### config.mk
export PLATFORM = sky130hd
export DESIGN_NAME = bft_slot_cmp
export DESIGN_NICKNAME = d
export VERILOG_FILES = /design/src/design/bidirectional_flow_table_with_timeout_core_assert.svh /design/src/design/bft_pkg.sv /design/src/design/bft_slot_cmp.sv
export SDC_FILE = /design/constraint.sdc
export NUM_CORES = 1
export LEC_CHECK = 0
export BUFFER_PORTS_ARGS = -buffer_cell sky130_fd_sc_hd__buf_4
export CAP_MARGIN = 15
export CORE_AREA = 2 2 108 110
export DETAILED_ROUTE_END_ITERATION = 6
export DIE_AREA = 0 0 110 112
export PLACE_DENSITY = 0.77
export SYNTH_ARGS = -nofsm -noshare
export SYNTH_HDL_FRONTEND = slang
export SYNTH_SLANG_ARGS = --single-unit
### constraint.sdc
create_clock -name vclk -period 9.1
set_input_delay 0.455 -clock vclk [all_inputs]
set_output_delay 0.455 -clock vclk [all_outputs]
set_load 0.01 [all_outputs]
### src/design/bidirectional_flow_table_with_timeout_core_assert.svh
// Assertion macros for the flow table core.
// Depends on i_clk and i_rst_n being visible in the module that uses them.
`ifndef BIDIRECTIONAL_FLOW_TABLE_WITH_TIMEOUT_CORE_ASSERT_SVH
`define BIDIRECTIONAL_FLOW_TABLE_WITH_TIMEOUT_CORE_ASSERT_SVH

// Same-cycle implication, disabled during reset
`define BFT_ASSERT_NOW(label, ante, cons, msg) \
    label: assert property (@(posedge i_clk) disable iff (!i_rst_n) \
        (ante) |-> (cons)) else $error(msg);

// Next-cycle implication, disabled during reset
`define BFT_ASSERT_NEXT(label, ante, cons, msg) \
    label: assert property (@(posedge i_clk) disable iff (!i_rst_n) \
        (ante) |=> (cons)) else $error(msg);

`endif

### src/design/bft_pkg.sv
// Shared types and constants for the flow table core.
// No dependencies; imported by bft_out_if and all modules.
package bft_pkg;

    localparam int FLOW_SLOTS = 32;
    localparam int SLOT_W     = (FLOW_SLOTS > 1) ? $clog2(FLOW_SLOTS) : 1;
    localparam int OUT_SLOT_W = 5;
    localparam int MASK_W     = 32;

    localparam logic [15:0] TIMEOUT_RESET = 16'd60;

    localparam logic [1:0] STATUS_MATCH = 2'd0;
    localparam logic [1:0] STATUS_NEW   = 2'd1;
    localparam logic [1:0] STATUS_FULL  = 2'd2;

    typedef enum logic [1:0] {
        ST_IDLE,
        ST_SCAN,
        ST_FINISH
    } t_state;

    typedef struct packed {
        logic [31:0] src_addr;
        logic [31:0] dst_addr;
        logic [15:0] src_port;
        logic [15:0] dst_port;
    } t_tuple;

    // Verdict of the slot compare unit for one slot
    typedef struct packed {
        logic match;
        logic expired;
    } t_cmp_res;

endpackage

### src/design/bft_slot_cmp.sv
// Shared slot compare unit: tuple match in both directions and idle age test.
// Depends on bft_pkg for the tuple and verdict types.
module bft_slot_cmp import bft_pkg::*; (
    input  logic        i_occupied,
    input  t_tuple      i_slot_tuple,
    input  logic [31:0] i_slot_last_seen,
    input  t_tuple      i_pkt_tuple,
    input  logic [31:0] i_now,
    input  logic [15:0] i_timeout,
    output t_cmp_res    o_res
);

    logic        same_dir;
    logic        swap_dir;
    logic [31:0] age;

    // Compare as is and with source and destination swapped
    assign same_dir = (i_slot_tuple == i_pkt_tuple);
    assign swap_dir = (i_slot_tuple.src_addr == i_pkt_tuple.dst_addr) &&
                      (i_slot_tuple.dst_addr == i_pkt_tuple.src_addr) &&
                      (i_slot_tuple.src_port == i_pkt_tuple.dst_port) &&
                      (i_slot_tuple.dst_port == i_pkt_tuple.src_port);

    // Age wraps modulo 2^32
    assign age = i_now - i_slot_last_seen;

    // Matching wins over aging; empty slots never match
    assign o_res.match   = i_occupied && (same_dir || swap_dir);
    assign o_res.expired = i_occupied && !(same_dir || swap_dir) &&
                           (age > {16'd0, i_timeout});

endmodule

Word-level counts from Yosys, hierarchy flattened

Index checks and enable logic that the tools add are counted.
W data, S select, Z words.

Output and inout bits: 2
Register bits after elaboration: 0
Logic and storage cells: 15
Input port bits: 273

Add/subtract/negate cells: 1
Order comparisons: 1
Eq/ne operators: 5
Reduce and logical (&&, ||, !) cells: 8

Operator list:

| cell                | number |
|---|---|
| $eq A96 B96 Y1      | 1 |
| $eq A32 B32 Y1      | 2 |
| $eq A16 B16 Y1      | 2 |
| $gt A32 B16 Y1      | 1 |
| $sub A32 B32 Y32    | 1 |
| $logic_and A1 B1 Y1 | 6 |
| $logic_not A1 Y1    | 1 |
| $logic_or A1 B1 Y1  | 1 |

Depth between registers and ports, before layout

Word-level depth: 8
Mapped depth: 20
Depth with buffers taken out: 20

Worst setup path before layout

No wires, ideal clock.

Path type: input-to-output
Start: input port i_slot_last_seen[8]
End: output port o_res[0] (netlist bit)
Slack: 3.814 ns
Stages on the path: 18
Buffers on the path: 0
Required time: 8.645 ns
Data arrival time: 4.831 ns
Cells stage by stage: inv_1 ha_1 a21oi_1 o211ai_1 and2_1 or2_2 a41oi_1 xnor2_1 ha_1 nand4_4 or4_4 nor2_4 o32ai_1 a2111o_1 or4_1 or4_1 nor4_1 a41oi_1

RTL lines:

| element         | RTL line           | source |
|---|---|---|
| start, declared | bft_slot_cmp.sv:6  | `input logic [31:0] i_slot_last_seen,` |
| end, declared   | bft_slot_cmp.sv:10 | `output t_cmp_res o_res` |

==> impl_metrics.py <==
metrics = {
    "run_status": {
        "status": "finished, final reports clean",
    },
    "sta": {
        "relSlewSlack_pct": 42.20,
        "tns_ns": 0,
        "period_share_pct": 64.33,
        "fin_crit_ns": 5.854,
        "tightest_slew_ns": 0.8591,
        "fmax_mhz": 170.8,
        "rsz0062_at_grt": "false",
        "finalHoldViolations": 0,
        "slew_violations": 0,
        "setup_viol": 0,
    },
    "pwr": {
        "seq_power_share_pct": 0,
        "power.net_switching_mw": 0.2058,
        "power.internal_mw": 0.1997,
        "power_density_mw_per_mm2": 59.85,
        "combPwrFrac_pct": 100.0,
        "clkPwrFrac_pct": 0,
        "switching_share_pct": 50.75,
        "leakage_nw": 3.272,
        "irDropWorstVdd_mv": 0.03127,
    },
    "layout": {
        "drive_gt1_share_pct": 31.67,
        "final_util_pct": 60.64,
        "seq_area_um2": 0,
        "seq_cell_count": 0,
        "area_growth_pct": 48.38,
        "nNetsFinal": 1223,
        "num_antenna_cells": 0,
        "n_clock_buffer": 0,
    },
    "worst_hold_path": {
        "min_path_type": "in2out",
    },
    "critical_path": {
        "cp.arrival_ns": 5.40,
        "critPathLaunchType": "input port",
        "cp.required_ns": 8.65,
        "critPathMaxFanout": 4,
        "slowest_delay_ns": 0.53,
        "cp-end-kind": "primary output",
        "slowest_stage": "or4_1",
        "crit_chain": "buf_4 > ha_1 > fa_1 > nor2b_1 > o2111ai_1 > nand2_1 > a31oi_1 > o21ai_0 > xor2_1 > ha_1 > nand4_4 > or4_4 > nor2_4 > o32ai_1 > a2111o_1 > or4_1 > or4_1 > nor4_1 > a41oi_1 > buf_4",
        "critPathKind": "in2out",
    },
    "route": {
        "wl_per_cell_um": 19.48,
        "routed_wl_um": 20320,
        "routed-via-count": 5757,
        "drc": 0,
        "first_pass_iters": 5,
        "viasPerCell": 5.520,
        "ant_nets": 0,
        "drt_iter0_drc": 356,
    },
    "run": {
        "cap_violations": 0,
    },
    "global_route": {
        "grt_use_total_pct": 32.22,
        "grt_pass1_wl_um": 30330,
        "grt_max_degree": 13,
        "overflow": 0,
        "antenna_found_initial": 0,
        "grt_pass1_vias": 5715,
    },
    "cts": {
        "post_cts.repair.setup_buffers": 0,
        "cts_resized": 0,
        "cts_hold_buf": 0,
    },
    "floorplanning": {
        "core_region_area_mm2": 0.01117,
        "dieHeight_um": 112,
        "io_pins": 275,
        "dieArea_mm2": 0.01232,
        "fp-row-count": 39,
        "fp.dieW_um": 110,
        "initial_utilization_pct": 40.87,
    },
    "logic_synthesis": {
        "synth_cell_type_count": 60,
        "synth_area_mm2": 0.004567,
        "yosysMostFrequentCell": "xor2_1",
        "yosys.area.top_type_share_pct": 26.47,
        "synth_commonest_cells": "138 x xor2_1, 65 x xnor2_1, 62 x inv_1",
        "syn-num-nets": 954,
        "seq_area_frac_synth_pct": 0,
        "avgSynthCellArea_um2": 7.215,
        "synth_warnings": 0,
        "synth.largest_area_cell": "xor2_1",
        "netlist_instances": 633,
        "ys_top_cells_by_area": "xor2_1 26%, ha_1 13%, xnor2_1 12%",
    },
    "place": {
        "port_buffers": 275,
        "hpwlAfterDp_um": 18720,
        "gp_congestion": 0.9794,
    },
}
placed cells by master, fill, tap and decap left out, types with 12 or more instances in the layout:
cell type,netlist,final
nand3_1,12,12
nand2_1,35,35
a21oi_1,39,39
xor2_1,138,138
xnor2_1,65,65
nor2_1,18,18
buf_4,0,275
o21ai_0,14,14
nor4_1,40,40
inv_1,62,62
ha_1,47,47
nand4_1,33,33
worst paths after layout:
kind,start,to,slack [ns],cells past startpoint
hold / removal,i_occupied,o_res[1],1.24,3
setup / recovery,i_slot_last_seen[0],o_res[0],3.25,20
cells by family (layout without fill, tap and decap cells):
| group | Yosys count | in the layout | synth area share, % |
|---|---|---|---|
| XOR/XNOR | 203 | 203 | 38.93 |
| AND/OR/NAND/NOR | 183 | 183 | 22.60 |
| AO/OA/AOI/OAI | 128 | 128 | 19.07 |
| buffers and inverters | 70 | 337 | 5.835 |
| adder cells (fa/ha/maj) | 48 | 48 | 13.31 |
| multiplexers | 1 | 1 | 0.2466 |
power groups by stage:
stage | combinational [mW] | sequential [mW] | clock (mW)
after floorplan | 0.220 | 0 | 0
after global placement | 0.398 | 0 | 0
after detailed placement | 0.400 | 0 | 0
after CTS | 0.402 | 0 | 0
after global routing | 0.442 | 0 | 0
final | 0.406 | 0 | 0
metrics by stage:
step / cell area (um2) / worst slack (ns) / total power [mW] / instances / hold slack [ns]
after floorplan: 4567 / 3.814 / 0.2197 / 633 / 1.003
after global placement: 6777 / 3.321 / 0.3981 / 1043 / 1.239
after detailed placement: 6777 / 3.241 / 0.3996 / 1043 / 1.242
after CTS: 6777 / 3.245 / 0.4019 / 1043 / 1.247
after global routing: 6777 / 2.922 / 0.4424 / 1043 / 1.259
final: 6777 / 3.246 / 0.4056 / 1043 / 1.240
cell type report:
type | instances | area (um2)
Tap cell | 143 | 178.9
Fill cell | 1127 | 4398
Timing Repair Buffer | 275 | 2064
Inverter | 62 | 232.7
Multi-Input combinational cell | 563 | 4300
worst max-delay path: cells and delay by family:
kind / cells / cell delay, ns
xor gates and xnor gates: 1 / 0.10
buffers and inverters: 2 / 0.28
adders and majority gates: 3 / 0.96
and+or+nand+nor: 8 / 2.43
AOI/OAI and AO/OA: 6 / 1.18
layer usage:
layer	up-vias	global-route usage, %	wire (um)
met5	-	0	0
met4	0	7.932	623
met3	38	5.094	1569
met2	239	56.97	9976
met1	2658	40.04	8149
li1	2822	-	-
No activity file was read; power rests on OpenSTA's default activity.
